## src/design/vfam_pkg.sv

```systemverilog
`default_nettype none
// ---------------------------------------------------------------------------
// vfam_pkg
// Types and constant tables for the voxel face / ambient-occlusion mesher.
// ---------------------------------------------------------------------------
package vfam_pkg;

	localparam int unsigned NUM_FACES = 6;
	localparam int unsigned NUM_RING  = 8;
	localparam int unsigned NUM_VERTS = 6;

	localparam logic [2:0] FACE_TOP    = 3'd0;
	localparam logic [2:0] FACE_BOTTOM = 3'd1;
	localparam logic [2:0] FACE_RIGHT  = 3'd2;
	localparam logic [2:0] FACE_LEFT   = 3'd3;
	localparam logic [2:0] FACE_BACK   = 3'd4;
	localparam logic [2:0] FACE_FRONT  = 3'd5;

	localparam logic [2:0] LAST_VERT = 3'd5;

	typedef struct packed {
		logic [5:0]  pos_x;
		logic [5:0]  pos_y;
		logic [5:0]  pos_z;
		logic [7:0]  block_kind;
		logic [26:0] neighbor_solid;
	} item_t;

	// Mask bit of the cell across each face.
	localparam logic [4:0] FACE_BIT [NUM_FACES] = '{
		5'd22, 5'd4, 5'd14, 5'd12, 5'd10, 5'd16
	};

	// Mask bits of the eight ring cells a..h around each face neighbor.
	localparam logic [4:0] RING_BIT [NUM_FACES][NUM_RING] = '{
		'{5'd19, 5'd18, 5'd21, 5'd24, 5'd25, 5'd26, 5'd23, 5'd20},
		'{5'd1,  5'd0,  5'd3,  5'd6,  5'd7,  5'd8,  5'd5,  5'd2},
		'{5'd11, 5'd2,  5'd5,  5'd8,  5'd17, 5'd26, 5'd23, 5'd20},
		'{5'd9,  5'd0,  5'd3,  5'd6,  5'd15, 5'd24, 5'd21, 5'd18},
		'{5'd9,  5'd0,  5'd1,  5'd2,  5'd11, 5'd20, 5'd19, 5'd18},
		'{5'd15, 5'd6,  5'd7,  5'd8,  5'd17, 5'd26, 5'd25, 5'd24}
	};

	// Corner offsets {dx, dy, dz} of the four quad corners.
	localparam logic [2:0] CORNER_OFS [NUM_FACES][4] = '{
		'{3'b010, 3'b110, 3'b111, 3'b011},
		'{3'b000, 3'b100, 3'b101, 3'b001},
		'{3'b100, 3'b110, 3'b111, 3'b101},
		'{3'b000, 3'b010, 3'b011, 3'b001},
		'{3'b000, 3'b010, 3'b110, 3'b100},
		'{3'b001, 3'b011, 3'b111, 3'b101}
	};

	// Corner sequence of the two triangles, per face and flip.
	localparam logic [1:0] VERT_ORDER [NUM_FACES][2][NUM_VERTS] = '{
		'{'{2'd0, 2'd3, 2'd2, 2'd0, 2'd2, 2'd1}, '{2'd1, 2'd0, 2'd3, 2'd1, 2'd3, 2'd2}},
		'{'{2'd0, 2'd2, 2'd3, 2'd0, 2'd1, 2'd2}, '{2'd1, 2'd3, 2'd0, 2'd1, 2'd2, 2'd3}},
		'{'{2'd0, 2'd1, 2'd2, 2'd0, 2'd2, 2'd3}, '{2'd3, 2'd0, 2'd1, 2'd3, 2'd1, 2'd2}},
		'{'{2'd0, 2'd2, 2'd1, 2'd0, 2'd3, 2'd2}, '{2'd3, 2'd1, 2'd0, 2'd3, 2'd2, 2'd1}},
		'{'{2'd0, 2'd1, 2'd2, 2'd0, 2'd2, 2'd3}, '{2'd3, 2'd0, 2'd1, 2'd3, 2'd1, 2'd2}},
		'{'{2'd0, 2'd2, 2'd1, 2'd0, 2'd3, 2'd2}, '{2'd3, 2'd1, 2'd0, 2'd3, 2'd2, 2'd1}}
	};

endpackage
`default_nettype wire

```

## src/design/vfam_voxel_if.sv

```systemverilog
`default_nettype none
// ---------------------------------------------------------------------------
// vfam_voxel_if
// Voxel request channel: position, id and 3x3x3 solid mask.
// ---------------------------------------------------------------------------
interface vfam_voxel_if;
	logic        valid;
	logic        ready;
	logic [5:0]  pos_x;
	logic [5:0]  pos_y;
	logic [5:0]  pos_z;
	logic [7:0]  block_kind;
	logic [26:0] neighbor_solid;

	modport source (
		output valid, pos_x, pos_y, pos_z, block_kind, neighbor_solid,
		input  ready
	);
	modport sink (
		input  valid, pos_x, pos_y, pos_z, block_kind, neighbor_solid,
		output ready
	);
endinterface
`default_nettype wire

```

## src/design/vfam_vertex_if.sv

```systemverilog
`default_nettype none
// ---------------------------------------------------------------------------
// vfam_vertex_if
// Vertex request channel: packed vertex word and end-of-voxel mark.
// ---------------------------------------------------------------------------
interface vfam_vertex_if;
	logic        valid;
	logic        ready;
	logic [31:0] vertex_word;
	logic        last_vertex;

	modport source (
		output valid, vertex_word, last_vertex,
		input  ready
	);
	modport sink (
		input  valid, vertex_word, last_vertex,
		output ready
	);
endinterface
`default_nettype wire

```

## src/design/vfam_vertex_gen.sv

```systemverilog
`default_nettype none
// ---------------------------------------------------------------------------
// vfam_vertex_gen
// Builds one packed vertex word: ring occlusion, flip and corner position.
// ---------------------------------------------------------------------------
module vfam_vertex_gen (
	input  vfam_pkg::item_t item,
	input  logic [2:0]      face,
	input  logic [2:0]      vert,
	output logic [31:0]     word
);

	logic [7:0] ring_void;
	logic [1:0] ao [4];
	logic       flip;
	logic [1:0] corner;
	logic [2:0] ofs;
	logic [5:0] cx, cy, cz;

	always_comb begin
		for (int i = 0; i < 8; i++) begin
			ring_void[i] = ~item.neighbor_solid[vfam_pkg::RING_BIT[face][i]];
		end
	end

	assign ao[0] = {1'b0, ring_void[0]} + {1'b0, ring_void[1]} + {1'b0, ring_void[2]};
	assign ao[1] = {1'b0, ring_void[6]} + {1'b0, ring_void[7]} + {1'b0, ring_void[0]};
	assign ao[2] = {1'b0, ring_void[4]} + {1'b0, ring_void[5]} + {1'b0, ring_void[6]};
	assign ao[3] = {1'b0, ring_void[2]} + {1'b0, ring_void[3]} + {1'b0, ring_void[4]};

	// Split along the diagonal with the brighter pair of corners.
	assign flip = ({1'b0, ao[1]} + {1'b0, ao[3]}) > ({1'b0, ao[0]} + {1'b0, ao[2]});

	assign corner = vfam_pkg::VERT_ORDER[face][flip][vert];
	assign ofs    = vfam_pkg::CORNER_OFS[face][corner];

	// Six-bit adds wrap a coordinate of 64 to 0.
	assign cx = item.pos_x + {5'd0, ofs[2]};
	assign cy = item.pos_y + {5'd0, ofs[1]};
	assign cz = item.pos_z + {5'd0, ofs[0]};

	assign word = {cx, cy, cz, item.block_kind, face, ao[corner], flip};

endmodule
`default_nettype wire

```

## src/design/voxel_face_ao_mesher.sv

```systemverilog
`default_nettype none
// ---------------------------------------------------------------------------
// voxel_face_ao_mesher
// Face culling and per-corner ambient occlusion for one voxel per request.
//
// The voxel channel takes a position, an id and the solid mask of the
// 3x3x3 neighborhood. The vertex channel returns six packed vertex words
// for every face whose neighbor is void, faces in the order top, bottom,
// right, left, back, front; last_vertex marks the final word of a voxel.
// A voxel with id zero, or with no void face neighbor, is taken and gives
// no words. A kept voxel is registered as the held voxel (item_s1), and
// each of its words is then registered into the output register (word_q).
// Throughput: one word per cycle while the receiver holds ready high; the
// rate is set by the single vertex generator behind the face/vertex
// counters. The next voxel is taken in the cycle its predecessor's last
// word moves into the output register.
// Stall: while the receiver holds ready low, the output register and the
// counters hold; the voxel channel stays blocked once a voxel is held.
// Reset clears the held voxel and the output valid; no words are pending.
// ---------------------------------------------------------------------------
module voxel_face_ao_mesher (
	input  wire logic    clk,
	input  wire logic    arst_n,
	vfam_voxel_if.sink   voxel,
	vfam_vertex_if.source vertex
);

	typedef struct packed {
		logic       found;
		logic [2:0] idx;
	} face_pick_t;

	function automatic face_pick_t pick_face(input logic [5:0] mask, input logic [2:0] from);
		face_pick_t res;
		res.found = 1'b0;
		res.idx   = vfam_pkg::FACE_TOP;
		for (int i = 5; i >= 0; i--) begin
			if (mask[i] && (3'(i) >= from)) begin
				res.found = 1'b1;
				res.idx   = 3'(i);
			end
		end
		return res;
	endfunction

	vfam_pkg::item_t item_s1;
	logic            item_vld_q;
	logic [5:0]      faces_q;
	logic [2:0]      face_q;
	logic [2:0]      vert_q;

	logic [31:0]     word_q;
	logic            last_q;
	logic            out_vld_q;

	vfam_pkg::item_t in_item;
	logic [5:0]      in_faces;
	logic            in_keep;
	face_pick_t      first_pick;
	face_pick_t      next_pick;
	logic            load_out;
	logic            face_done;
	logic            item_done;
	logic            accept;
	logic [31:0]     gen_word;

	assign in_item.pos_x          = voxel.pos_x;
	assign in_item.pos_y          = voxel.pos_y;
	assign in_item.pos_z          = voxel.pos_z;
	assign in_item.block_kind     = voxel.block_kind;
	assign in_item.neighbor_solid = voxel.neighbor_solid;

	always_comb begin
		for (int f = 0; f < 6; f++) begin
			in_faces[f] = ~voxel.neighbor_solid[vfam_pkg::FACE_BIT[f]];
		end
	end

	// Drop empty and fully enclosed voxels at the door.
	assign first_pick = pick_face(in_faces, vfam_pkg::FACE_TOP);
	assign in_keep    = (voxel.block_kind != 8'd0) && first_pick.found;
	assign next_pick  = pick_face(faces_q, face_q + 3'd1);

	assign load_out  = item_vld_q && (!out_vld_q || vertex.ready);
	assign face_done = (vert_q == vfam_pkg::LAST_VERT);
	assign item_done = face_done && !next_pick.found;

	assign voxel.ready = !item_vld_q || (load_out && item_done);
	assign accept      = voxel.valid && voxel.ready;

	vfam_vertex_gen u_gen (
		.item (item_s1),
		.face (face_q),
		.vert (vert_q),
		.word (gen_word)
	);

	always_ff @(posedge clk or negedge arst_n) begin
		if (!arst_n) begin
			item_vld_q <= 1'b0;
			faces_q    <= '0;
			face_q     <= vfam_pkg::FACE_TOP;
			vert_q     <= '0;
			out_vld_q  <= 1'b0;
		end else begin
			if (load_out) begin
				out_vld_q <= 1'b1;
			end else if (vertex.ready) begin
				out_vld_q <= 1'b0;
			end

			if (accept) begin
				item_vld_q <= in_keep;
				faces_q    <= in_faces;
				face_q     <= first_pick.idx;
				vert_q     <= '0;
			end else if (load_out) begin
				if (item_done) begin
					item_vld_q <= 1'b0;
				end else if (face_done) begin
					face_q <= next_pick.idx;
					vert_q <= '0;
				end else begin
					vert_q <= vert_q + 3'd1;
				end
			end
		end
	end

	always_ff @(posedge clk) begin
		if (accept) begin
			item_s1 <= in_item;
		end
		if (load_out) begin
			word_q <= gen_word;
			last_q <= item_done;
		end
	end

	assign vertex.valid       = out_vld_q;
	assign vertex.vertex_word = word_q;
	assign vertex.last_vertex = last_q;

endmodule
`default_nettype wire
```

## src/flat_wrapper.sv

```systemverilog
// flat-port wrapper written by rule: the top's interface ports become plain ports
module voxel_face_ao_mesher_flat 
  (clk, arst_n, voxel_valid, voxel_pos_x, voxel_pos_y, voxel_pos_z, voxel_block_kind, voxel_neighbor_solid, voxel_ready, vertex_valid, vertex_vertex_word, vertex_last_vertex, vertex_ready);
  vfam_voxel_if voxel_i ();
  vfam_vertex_if vertex_i ();
  input  wire logic clk;
  input  wire logic arst_n;
  input wire logic [$bits(voxel_i.valid)-1:0] voxel_valid;
  input wire logic [$bits(voxel_i.pos_x)-1:0] voxel_pos_x;
  input wire logic [$bits(voxel_i.pos_y)-1:0] voxel_pos_y;
  input wire logic [$bits(voxel_i.pos_z)-1:0] voxel_pos_z;
  input wire logic [$bits(voxel_i.block_kind)-1:0] voxel_block_kind;
  input wire logic [$bits(voxel_i.neighbor_solid)-1:0] voxel_neighbor_solid;
  output wire logic [$bits(voxel_i.ready)-1:0] voxel_ready;
  output wire logic [$bits(vertex_i.valid)-1:0] vertex_valid;
  output wire logic [$bits(vertex_i.vertex_word)-1:0] vertex_vertex_word;
  output wire logic [$bits(vertex_i.last_vertex)-1:0] vertex_last_vertex;
  input wire logic [$bits(vertex_i.ready)-1:0] vertex_ready;
  assign voxel_i.valid = voxel_valid;
  assign voxel_i.pos_x = voxel_pos_x;
  assign voxel_i.pos_y = voxel_pos_y;
  assign voxel_i.pos_z = voxel_pos_z;
  assign voxel_i.block_kind = voxel_block_kind;
  assign voxel_i.neighbor_solid = voxel_neighbor_solid;
  assign voxel_ready = voxel_i.ready;
  assign vertex_valid = vertex_i.valid;
  assign vertex_vertex_word = vertex_i.vertex_word;
  assign vertex_last_vertex = vertex_i.last_vertex;
  assign vertex_i.ready = vertex_ready;
  voxel_face_ao_mesher u_core (.clk(clk), .arst_n(arst_n), .voxel(voxel_i), .vertex(vertex_i));
endmodule
```

## config.mk

```make
export PLATFORM = sky130hd
export DESIGN_NAME = voxel_face_ao_mesher_flat
export DESIGN_NICKNAME = d
export VERILOG_FILES = /design/src/design/vfam_pkg.sv /design/src/design/vfam_voxel_if.sv /design/src/design/vfam_vertex_if.sv /design/src/design/vfam_vertex_gen.sv /design/src/design/voxel_face_ao_mesher.sv /design/src/flat_wrapper.sv
export SDC_FILE = /design/constraint.sdc
export NUM_CORES = 1
export LEC_CHECK = 0
export BUFFER_PORTS_ARGS = -buffer_cell sky130_fd_sc_hd__buf_2
export CORE_ASPECT_RATIO = 2
export CORE_MARGIN = 5
export CORE_UTILIZATION = 45
export DETAILED_ROUTE_END_ITERATION = 6
export HOLD_SLACK_MARGIN = 0.03
export PLACE_DENSITY = 0.68
export SYNTH_ARGS = -nofsm -noshare
export SYNTH_HDL_FRONTEND = slang
export SYNTH_SLANG_ARGS = --single-unit
```

## constraint.sdc

```tcl
create_clock -name clk -period 7.1 [get_ports clk]
set_input_delay 1.42 -clock clk [delete_from_list [all_inputs] [get_ports clk]]
set_output_delay 1.42 -clock clk [all_outputs]
set_load 0.1 [all_outputs]
```

## Yosys cells after proc, flatten, opt, wreduce, memory -nomap -nowiden

Memories as Yosys holds them, arrays and structs flattened.
Cells that the tools add are included.
Widths: inputs -> output; s select.

| storage, ports and cells | value |
|---|---|
| flip-flop bits (word level) | 100 |
| memory bits (read-only) | 608 |
| input port bits | 57 |
| output and inout port bits | 35 |
| word-level logic and storage cells | 152 |
| memories kept | 3 |

Memory list:

| name | words | width | read ports | clocked after memory_dff | write ports | line | RTL |
|---|---|---|---|---|---|---|---|
| (no name shown) | 8 | 40 | 1 | 0 | 0 | vfam_vertex_gen.sv:22 | `ring_void[i] = ~item.neighbor_solid[vfam_pkg::RING_BIT[face][i]];` |
| (no name shown) | 8 | 24 | 1 | 0 | 0 | vfam_vertex_gen.sv:34 | `assign corner = vfam_pkg::VERT_ORDER[face][flip][vert];` |
| (no name shown) | 8 | 12 | 1 | 0 | 0 | vfam_vertex_gen.sv:35 | `assign ofs = vfam_pkg::CORNER_OFS[face][corner];` |

| operators by class | value |
|---|---|
| $add $sub $neg | 15 |
| $lt $le $gt $ge | 19 |
| equality and inequality tests | 2 |
| mux-type cells | 59 |
| bitwise logic cells | 18 |
| reduce and logical (&&, ||, !) cells | 24 |

Operators with widths:

| operator | number |
|---|---|
| $mux 40 | 2 |
| $mux 12 | 5 |
| $lt 5x6->1 const B | 8 |
| $mux 24 | 2 |
| $mux 4 | 12 |
| $bmux 1 s5 | 8 |
| $mux 3 | 10 |
| $add 6x1->6 | 3 |
| $not 1->1 | 14 |
| $mux 1 | 13 |
| $logic_and 1x1->1 | 11 |
| $add 1x1->2 | 4 |
| $add 2x1->2 | 4 |
| $ge 4x4->1 const B | 2 |
| $mux 2 | 4 |
| $not 3->4 | 2 |
| $reduce_bool 2->1 | 4 |
| $reduce_bool 8->1 | 1 |
| $add 2x2->3 | 2 |
| $add 3x1->3 const B | 2 |
| $bmux 2 s3 | 1 |
| $bmux 3 s2 | 1 |
| $ge 1x3->1 const A | 2 |
| $ge 2x3->1 const A | 2 |
| 13 further kinds | 18 |

## Longest topological paths before layout

Gate-level depths: netlist (run 1).

| depth | value |
|---|---|
| word-level depth | 23 |
| gate-level depth with buffers | 26 |

## Modules after synthesis

Synthesis (run 1) repeated with hierarchy kept, for this count alone.

| second synthesis, totals | value |
|---|---|
| cells, all modules | 366 |
| area total of the unflattened synthesis | 5256.3 um^2 |

By module, submodules not included:

| module | times used | cells an instance | area an instance (um^2) | sequential area each (um^2) |
|---|---|---|---|---|
| voxel_face_ao_mesher | 1 | 194 | 3574.7 | 2932.8 |
| vfam_vertex_gen | 1 | 172 | 1681.6 | 0.0 |

## Least setup slack after synthesis (run 1)

OpenSTA, ideal clock, no wires.

| timing path | value |
|---|---|
| path kind | reg2reg |
| start point | register u_core.face_q[0] |
| end point | register u_core.word_q[24], in the netlist u_core.vertex.vertex_word[24], data pin |
| arrival | 6.187 ns |
| required time | 6.842 ns |
| slack | 0.655 ns |
| stages on the path, launching flop included | 23 |
| path buffers | 2 |
| period minus slack after synthesis | 6.445 ns |
| path through | dfrtp_1 -> inv_1 -> ha_1 -> buf_1 -> clkbuf_1 -> mux4_2 -> mux2i_1 -> fa_1 -> ha_1 -> fa_1 -> inv_1 -> ha_1 -> a211o_1 -> nand2_4 -> clkinv_2 -> o211ai_1 -> a22oi_2 -> xnor2_1 -> mux2_1 -> ha_1 -> ha_1 -> nand3_1 -> xnor2_1 |

| on the way | value |
|---|---|
| longest elaborated chain between the ends | 23 |
| elaborated cells between the ends (all ways) | 57 |
| classes of those cells | add/sub: 11; order compare: 1; mux: 31; bitwise: 11; memory: 3 |

RTL lines:

| element | line | RTL |
|---|---|---|
| from (decl) | voxel_face_ao_mesher.sv:49 | `logic [2:0] face_q;` |
| from (signal assigned) | voxel_face_ao_mesher.sv:102 | `face_q <= vfam_pkg::FACE_TOP;` |
| from (signal assigned) | voxel_face_ao_mesher.sv:115 | `face_q <= first_pick.idx;` |
| from (signal assigned) | voxel_face_ao_mesher.sv:121 | `face_q <= next_pick.idx;` |
| $not 3->4 (not written as such) * | vfam_vertex_gen.sv:22 |  |
| $mem_v2 8x40 * | - |  |
| $mux 40 (not written as such) * (2 in series) | vfam_vertex_gen.sv:22 |  |
| $bmux 1 s5 | vfam_vertex_gen.sv:22 |  |
| $mux 1 (not written as such) | vfam_vertex_gen.sv:22 |  |
| $not 1->1 | vfam_vertex_gen.sv:22 |  |
| $add 1x1->2, on equally long branches | - |  |
| $add 2x1->2, on equally long branches | - |  |
| (+2 left out) | - |  |
| net u_core.gen_word[0] | voxel_face_ao_mesher.sv:65 | `logic [31:0] gen_word;` |
| (+1 left out) | - |  |
| $mux 12 (not written as such) * (3 in series) | vfam_vertex_gen.sv:34 |  |
| $bmux 2 s3 * | vfam_vertex_gen.sv:34 |  |
| $mux 2 (not written as such) * (2 in series) | vfam_vertex_gen.sv:34 |  |
| $not 2->3 (not written as such) * | vfam_vertex_gen.sv:35 |  |
| $bmux 3 s2 * | vfam_vertex_gen.sv:35 |  |
| $mux 3 (not written as such) * (2 in series) | vfam_vertex_gen.sv:35 |  |
| $add 6x1->6 * | vfam_vertex_gen.sv:39 | `assign cy = item.pos_y + {5'd0, ofs[1]};` |
| net u_core.gen_word[24] | voxel_face_ao_mesher.sv:65 |  |
| to (signal assigned) | voxel_face_ao_mesher.sv:135 | `word_q <= gen_word;` |
| to (decl) | voxel_face_ao_mesher.sv:52 | `logic [31:0] word_q;` |

The timed path passes the listed nets; every way through them passes the cells marked *. The select of a mux whose other input is x is not followed.
A chain may end at the register's enable or synchronous reset.

## Final worst setup path (run 1)

| timing path | value |
|---|---|
| start point | register u_core.face_q[2] |
| end point | register u_core.word_q[24], in the netlist u_core.vertex.vertex_word[24], data pin |

Same word-level chain as after synthesis.

==> results of run 1 <==
-- area by class of cell --
type | instances | share of cell area
clock buffers | 9 | 0.0371
clock inverters | 7 | 0.0111
repair buffers | 98 | 0.0836
well taps | 142 | 0.0292
flip-flops and latches | 100 | 0.483
inverters | 15 | 0.00947
multi-input cells | 240 | 0.347
-- kinds of logic (layout without fill, tap and decap cells) --
kind of cell,after synthesis,after routing,synth area share
fa+ha+maj,30,30,0.0816
buf+inv,28,129,0.0228
simple gates,101,101,0.0978
flops,100,100,0.569
mux,39,39,0.119
compound gates,57,57,0.0872
xor+xnor,13,13,0.0221
-- cells in the mapped netlist, drive strengths merged (2+ instances only) --
cell type,instances
o211ai,2
mux2i,15
mux2,7
ha,24
a22oi,3
or2,3
o31ai,2
nand2,29
inv,14
nor3b,3
xor2,5
edfxtp,86
xnor2,8
a311oi,3
dfrtp,14
nor2b,6
nand3,12
nor4,3
a211o,2
fa,6
buf,8
o311ai,2
mux4,17
a211oi,4
nor3,5
and3,2
nor2,27
a31oi,4
nand2b,5
clkbuf,5
a21oi,13
nand4,2
o21ai,11
or3,2
-- per-layer routing --
metal / vias to the layer above / share of wire / global-route usage
met5: - / 0 / 0
met4: 0 / 0.042 / 0.0937
met3: 30 / 0.047 / 0.0286
met2: 132 / 0.57 / 0.310
met1: 1619 / 0.34 / 0.155
li1: 1596 / - / -
-- how the worst min path moves through the flow --
stage,endpoint,depth (start not counted)
floorplan,u_core.vertex.vertex_word[10],0
global placement,u_core.vertex.vertex_word[10],0
detailed placement,u_core.vertex.vertex_word[11],0
CTS,u_core.vertex.vertex_word[11],0
global route,u_core.vertex.vertex_word[12],0
finish,u_core.vertex.vertex_word[11],0
-- timing repair --
item | CTS | global route
endpoints found under the hold margin | 0 | 0
endpoints found under the setup margin | 0 | 1
resized for setup | 0 | 1
-- critical path, stage by stage, from the launching register on --
cell and delay [ns]:
dfrtp_1 0.49, inv_1 0.18, ha_2 0.65, mux4_2 0.38, mux2_2 0.27, o21ai_0 0.42, fa_1 0.51, ha_1 0.21
fa_1 0.49, inv_1 0.05, ha_1 0.35, a211o_1 0.36, nand2_4 0.15, clkinv_2 0.10, o211ai_1 0.30, a22oi_2 0.20
xnor2_1 0.22, mux2_1 0.34, ha_1 0.24, ha_1 0.24, nand3_1 0.11, xnor2_1 0.07
-- state kept, by name (all words and copies together), names as in the netlist --
| signal | count |
|---|---|
| u_core.vertex.vertex_word | 32 |
| u_core.faces_q | 6 |
| u_core.vertex.last_vertex | 1 |
| u_core.item_s1 | 53 |
| u_core.vert_q | 3 |
| u_core.vertex.valid | 1 |
| u_core.face_q | 3 |
| u_core.item_vld_q | 1 |
-- stage by stage --
stage	instances	area [um^2]	setup slack, ns
2_1_floorplan	368	5150	0.655
3_3_place_gp	595	5780	0.616
3_5_place_dp	595	5780	0.373
4_1_cts	611	6070	0.358
5_1_grt	611	6080	0.217
6_report	611	6080	0.559
==> impl_results.md, run 1 <==
* Status: finished, final reports clean
* Row cnt at 55
* Setup CP Type: flop to flop
* # H-tree levels at 3
* Fillers at 998
* Ys async rst share at 0.140
* DRT iter0 DRCs at 152
* Register area share after synthesis at 0.569
* Mean Syn Cell Area at 14.0 um^2
* Fin util at 0.538
* Initial antenna violation count at 0
* Placer congestion estimate at 0.853
* Max-cap viol count at 0
* Critical Path Source: u_core.face_q[2]
* Max_slew headroom at 0.616
* CTS tree: built
* Post-CTS setup buffers at 0
* Worst setup path endpoint: u_core.vertex.vertex_word[24]
* Core Box Area at 11300 um^2
* Area occupied by multi-input gates at 2110 um^2
* Synth warn at 0
* RSZ-0062 raised after global routing: false
* Clock Tree Buf Depth at 2
* CP arrival at 6.64 ns
* Die H at 161 um
* DR WL/cell at 17.5 um
* Detailed-route vias per instance at 5.53
* Antenna diodes at 0
* Top cells by area, synth: edfxtp_1 (50%), mux4_2 (7.4%), dfrtp_1 (6.8%)
* Synth unique cells at 62
* Die width at 85.7 um
* Peak Freq at 153 MHz
* Grt ovf at 0
* WHS at 0.421 ns
* TritonRoute pass-1 iters at 5
* Post-synthesis register bit count at 100
* Final Hold Violating Endpoints at 0
* Starting density of the core at 0.457
* Count of nets after finishing at 551
* Total routed wirelength at 10.7 mm
* Yosys top cell by area: edfxtp_1
* P&R area growth vs syn at 17.9%
* Worst EP required at 7.20 ns
* Nature of the critical path endpoint: flop
* Remaining antenna violation count at 0
* Worst reg2reg path depth at 21
* Hold WC Path Type: flop to flop
* Number of clock buffers inserted by TritonCTS at 9
* Fin crit period at 6.54 ns
* Clock Skew at 0.00946 ns
* Predominant post-synthesis flop cell: edfxtp_1
* Global-route wire length before repair at 17.4 mm
* R2r endpoint: u_core.vertex.vertex_word[24]
* Share of cells above drive strength 1 at 0.337
* CTS hold repair buffers at 0
* Die area at 13800 um^2
* Vias in the first global route at 3663
* Hold_sp: u_core.item_s1[32]
* Register Area at 2930 um^2
* Commonest cells after routing, fill and taps aside: buf_2 (91), edfxtp_1 (86), nand2_1 (28)
* Ratio of final minimum period to clock period at 0.921
* Most common cell after layout, fill and taps aside: buf_2
* Count of final setup violators at 0
* R2R Setup Slk at 0.56 ns
* Top Ports at 92
* Clock root buffer: clkbuf_16
* Post-synth EDFFs at 86
* Clock transition at the registers of the reported paths at 0.07 ns
* Top-area cell type share of the netlist area at 0.501
* R2R Path Start: u_core.face_q[2]
* Placed wire-length estimate at 8.27 mm
* Clk Latency, worst-skew pair at 0.35 ns
* Slew @ Worst Pin at 0.576 ns
* Post-synth design cell area at 5150 um^2
* CP Launch Type: flop
* Global Route Usage Sum at 0.162
* Slew Viols, Final at 0
* Port Buffer Count at 91
* Cells after synthesis at 368
* Final setup TNS at 0 ns
* Largest net degree at the start of global routing at 54
* Via count at 3377
* Post-Syn Nets at 455
* Clk sinks at 100
* Critical path fanouts, max at 17
* # DRC at 0
Power of run 1 is left out: the tool's default activity adds up to more than one toggle a clock period on the data nets, which glitch-free logic cannot reach.
==> run 2: changes to the inputs <==
- PLACE_DENSITY: 0.68 -> 0.67
- SYNTH_HIERARCHICAL: unset -> 1
==> run 2 against run 1 <==
  * Flip-flop and latch count unchanged
  * Clock skew about the same
  * Synthesized cell count decreased by 0.54%
  * Clock-buffer cell count unchanged
  * Non-clock buffer count decreased by 3
  * Global-route usage decreased by 0.74 points
  * Fmax increased by 1.7%
  * Register-to-register slack improved by 0.11 ns
==> impl_results.md, run 2 <==
* Critical path fanouts, max at 12 (was 17)
* Starting density of the core at 0.452 (was 0.457)
* Hold_sp: u_core/item_s1[32] (was u_core.item_s1[32])
* Slowest stage delay, CP at 0.57 ns (was 0.65 ns)
* RSZ-0062 raised after global routing: false (unchanged)
* Clock root buffer: clkbuf_16 (unchanged)
* Commonest cells after routing, fill and taps aside: buf_2 (91), edfxtp_1 (86), ha_1 (23) (was buf_2 (91), edfxtp_1 (86), nand2_1 (28))
* P&R area growth vs syn at 15.4% (was 17.9%)
* Final setup TNS at 0 ns (unchanged)
* Max_slew headroom at 0.410 (was 0.616)
* R2R Setup Slk at 0.67 ns (was 0.56 ns)
* # DRC at 0 (unchanged)
* Predominant post-synthesis flop cell: edfxtp_1 (unchanged)
* Cells after synthesis at 366 (was 368)
* Yosys top cell by area: edfxtp_1 (unchanged)
* Placed wire-length estimate at 7.85 mm (was 8.27 mm)
* Hold WC Path Type: flop to flop (unchanged)
* Slowest CP cell: ha_1 (was ha_2)
* Worst reg2reg path depth at 21 (unchanged)
* Die H at 163 um (was 161 um)
* Grt ovf at 0 (unchanged)
* Slew Viols, Final at 0 (unchanged)
* R2r endpoint: u_core/vertex.vertex_word[30] (was u_core.vertex.vertex_word[24])
* Nature of the critical path endpoint: flop (unchanged)
* Most common cell after layout, fill and taps aside: buf_2 (unchanged)
* CTS hold repair buffers at 0 (unchanged)
* Row cnt at 56 (was 55)
* Setup WS post-layout at 0.666 ns (was 0.559 ns)
* Remaining antenna violation count at 0 (unchanged)
* Die width at 86.4 um (was 85.7 um)
* Clk sinks at 100 (unchanged)
* DRT iter0 DRCs at 132 (was 152)
* Post-CTS setup buffers at 0 (unchanged)
* Core Box Area at 11600 um^2 (was 11300 um^2)
* Setup CP Type: flop to flop (unchanged)
* Largest net degree at the start of global routing at 66 (was 54)
* CP arrival at 6.53 ns (was 6.64 ns)
* Count of nets after finishing at 534 (was 551)
* Port Buffer Count at 91 (unchanged)
* Area occupied by multi-input gates at 2110 um^2 (about the same)
* Most frequent cell after synthesis: edfxtp_1 (unchanged)
* Crit-path most repeated cell: ha_1 (unchanged)
* Mean Syn Cell Area at 14.4 um^2 (was 14.0 um^2)
* Clock Skew at 0.00898 ns (was 0.00946 ns)
* CTS tree: built (unchanged)
* Via count at 3241 (was 3377)
* Share of cells above drive strength 1 at 0.342 (was 0.337)
* Register area share after synthesis at 0.558 (was 0.569)
* Slew @ Worst Pin at 0.885 ns (was 0.576 ns)
* Initial antenna violation count at 0 (unchanged)
* Top cells by area, synth: edfxtp_1 (49%), mux4_2 (7.7%), dfrtp_1 (6.7%) (was edfxtp_1 (50%), mux4_2 (7.4%), dfrtp_1 (6.8%))
* Top post-synthesis cells by count: edfxtp_1 (86), ha_1 (23), mux2i_1 (22), nand2_1 (20), mux4_2 (18) (was edfxtp_1 (86), nand2_1 (28), nor2_1 (26), ha_1 (24), mux4_2 (17))
* Worst EP required at 7.19 ns (was 7.20 ns)
* Count of final setup violators at 0 (unchanged)
* Final Hold Violating Endpoints at 0 (unchanged)
* DR WL/cell at 17.3 um (was 17.5 um)
* Register Area at 2930 um^2 (unchanged)
* Synth unique cells at 60 (was 62)
* Max-cap viol count at 0 (unchanged)
* DP Worst Slack at 0.697 ns (was 0.373 ns)
* Fillers at 1032 (was 998)
* Die area at 14100 um^2 (was 13800 um^2)
* Fin crit period at 6.43 ns (was 6.54 ns)
* Global-route wire length before repair at 16.8 mm (was 17.4 mm)
* Worst setup path endpoint: u_core/vertex.vertex_word[30] (was u_core.vertex.vertex_word[24])
* Antenna diodes at 0 (unchanged)
* Ratio of final minimum period to clock period at 0.906 (was 0.921)
* Post-synth EDFFs at 86 (unchanged)
* Placer congestion estimate at 0.867 (was 0.853)
* Status: finished, final reports clean (unchanged)
* Vias in the first global route at 3464 (was 3663)
* Post-synth design cell area at 5260 um^2 (was 5150 um^2)
* Post-CTS sizing at 0 (unchanged)
* Max reg flops at 53 (unchanged)
* Ys async rst share at 0.140 (unchanged)
* Global Route Usage Sum at 0.155 (was 0.162)
* Total routed wirelength at 10.3 mm (was 10.7 mm)
* # H-tree levels at 3 (unchanged)
* Clock Tree Buf Depth at 2 (unchanged)
* Number of clock buffers inserted by TritonCTS at 9 (unchanged)
* TritonRoute pass-1 iters at 4 (was 5)
* Peak Freq at 155 MHz (was 153 MHz)
* Detailed-route vias per instance at 5.42 (was 5.53)
* Critical Path Source: u_core/face_q[2] (was u_core.face_q[2])
* Largest reg by FF count: u_core/item_s1 (was u_core.item_s1)
* Clock transition at the registers of the reported paths at 0.07 ns (about the same)
* Critical Path, Cell by Cell: inv_1 > ha_1 > buf_4 > mux4_2 > mux2i_1 > fa_1 > ha_1 > fa_1 > ha_1 > nor2b_4 > a221oi_2 > a31o_4 > inv_4 > mux4_2 > a32oi_4 > nand2_1 > o32ai_1 > ha_1 > ha_1 > nand3_1 > xnor2_1 (was inv_1 > ha_2 > mux4_2 > mux2_2 > o21ai_0 > fa_1 > ha_1 > fa_1 > inv_1 > ha_1 > a211o_1 > nand2_4 > clkinv_2 > o211ai_1 > a22oi_2 > xnor2_1 > mux2_1 > ha_1 > ha_1 > nand3_1 > xnor2_1)
* Clk Latency, worst-skew pair at 0.34 ns (was 0.35 ns)
* Synth warn at 6 (was 0)
* Post-Syn Nets at 452 (was 455)
* Post-synthesis register bit count at 100 (unchanged)
* Top-area cell type share of the netlist area at 0.491 (was 0.501)
* R2R Path Start: u_core/face_q[2] (was u_core.face_q[2])
* Top Ports at 92 (unchanged)
* CP Launch Type: flop (unchanged)
## run 2: cell types whose count changed after synthesis, moves of 4 or more
cell	delta
a21oi_2	+6
buf_2	-4
buf_4	+13
mux2i_1	+7
nand2_1	-8
nor2_1	-9
o21ai_0	+4
## run 2: cell type report
type,instances,area share
clock inverter,7,0.0122
tap,145,0.0299
timing repair buffer,95,0.0801
inverter,15,0.00970
clock buffer,9,0.0371
multi-input combinational,227,0.347
sequential,100,0.484
## run 2: cells by family (layout without fill, tap and decap cells)
| logic type | after synthesis | in the layout | share of synthesized area |
|---|---|---|---|
| xor gates and xnor gates | 16 | 16 | 0.0267 |
| and+or+nand+nor | 81 | 81 | 0.0843 |
| muxes | 44 | 44 | 0.128 |
| buffers and inverters | 39 | 126 | 0.0417 |
| DFF | 100 | 100 | 0.558 |
| AOI/OAI and AO/OA | 57 | 57 | 0.0843 |
| adders and majority gates | 29 | 29 | 0.0776 |
## run 2: how the worst min path moves through the flow
stage / cells after the start / slack (ns) / end
floorplan: 1 / 0.44 / u_core/vertex.valid
global placement: 0 / 0.40 / u_core/vertex.vertex_word[11]
detailed placement: 0 / 0.41 / u_core/vertex.vertex_word[11]
CTS: 0 / 0.42 / u_core/vertex.vertex_word[11]
global route: 0 / 0.43 / u_core/vertex.vertex_word[11]
finish: 0 / 0.42 / u_core/vertex.vertex_word[11]
## run 2: per-stage QoR
stage	std cells	hold WS (ns)	instance area [um^2]	utilization
global route	598	0.431	6060	0.521
CTS	598	0.422	6060	0.521
global placement	582	0.403	5760	0.496
detailed placement	582	0.405	5760	0.496
finish	598	0.420	6060	0.521
floorplan	366	0.443	5260	-
## run 2: routing by layer
layer	up-vias	GRT usage	part of all wire
li1	1538	-	-
met1	1609	0.156	0.35
met2	78	0.295	0.59
met3	16	0.0268	0.040
met4	0	0.0745	0.024
met5	-	0	0
## run 2: critical path, delay by kind of cell, from the launching register on
kind | cells | cell delay (ns)
xor+xnor | 1 | 0.13
buf+inv | 3 | 0.49
fa+ha+maj | 7 | 2.46
flops | 1 | 0.34
compound gates | 4 | 1.03
mux | 3 | 1.37
simple gates | 3 | 0.37
Power of run 2 is left out for the same reason.
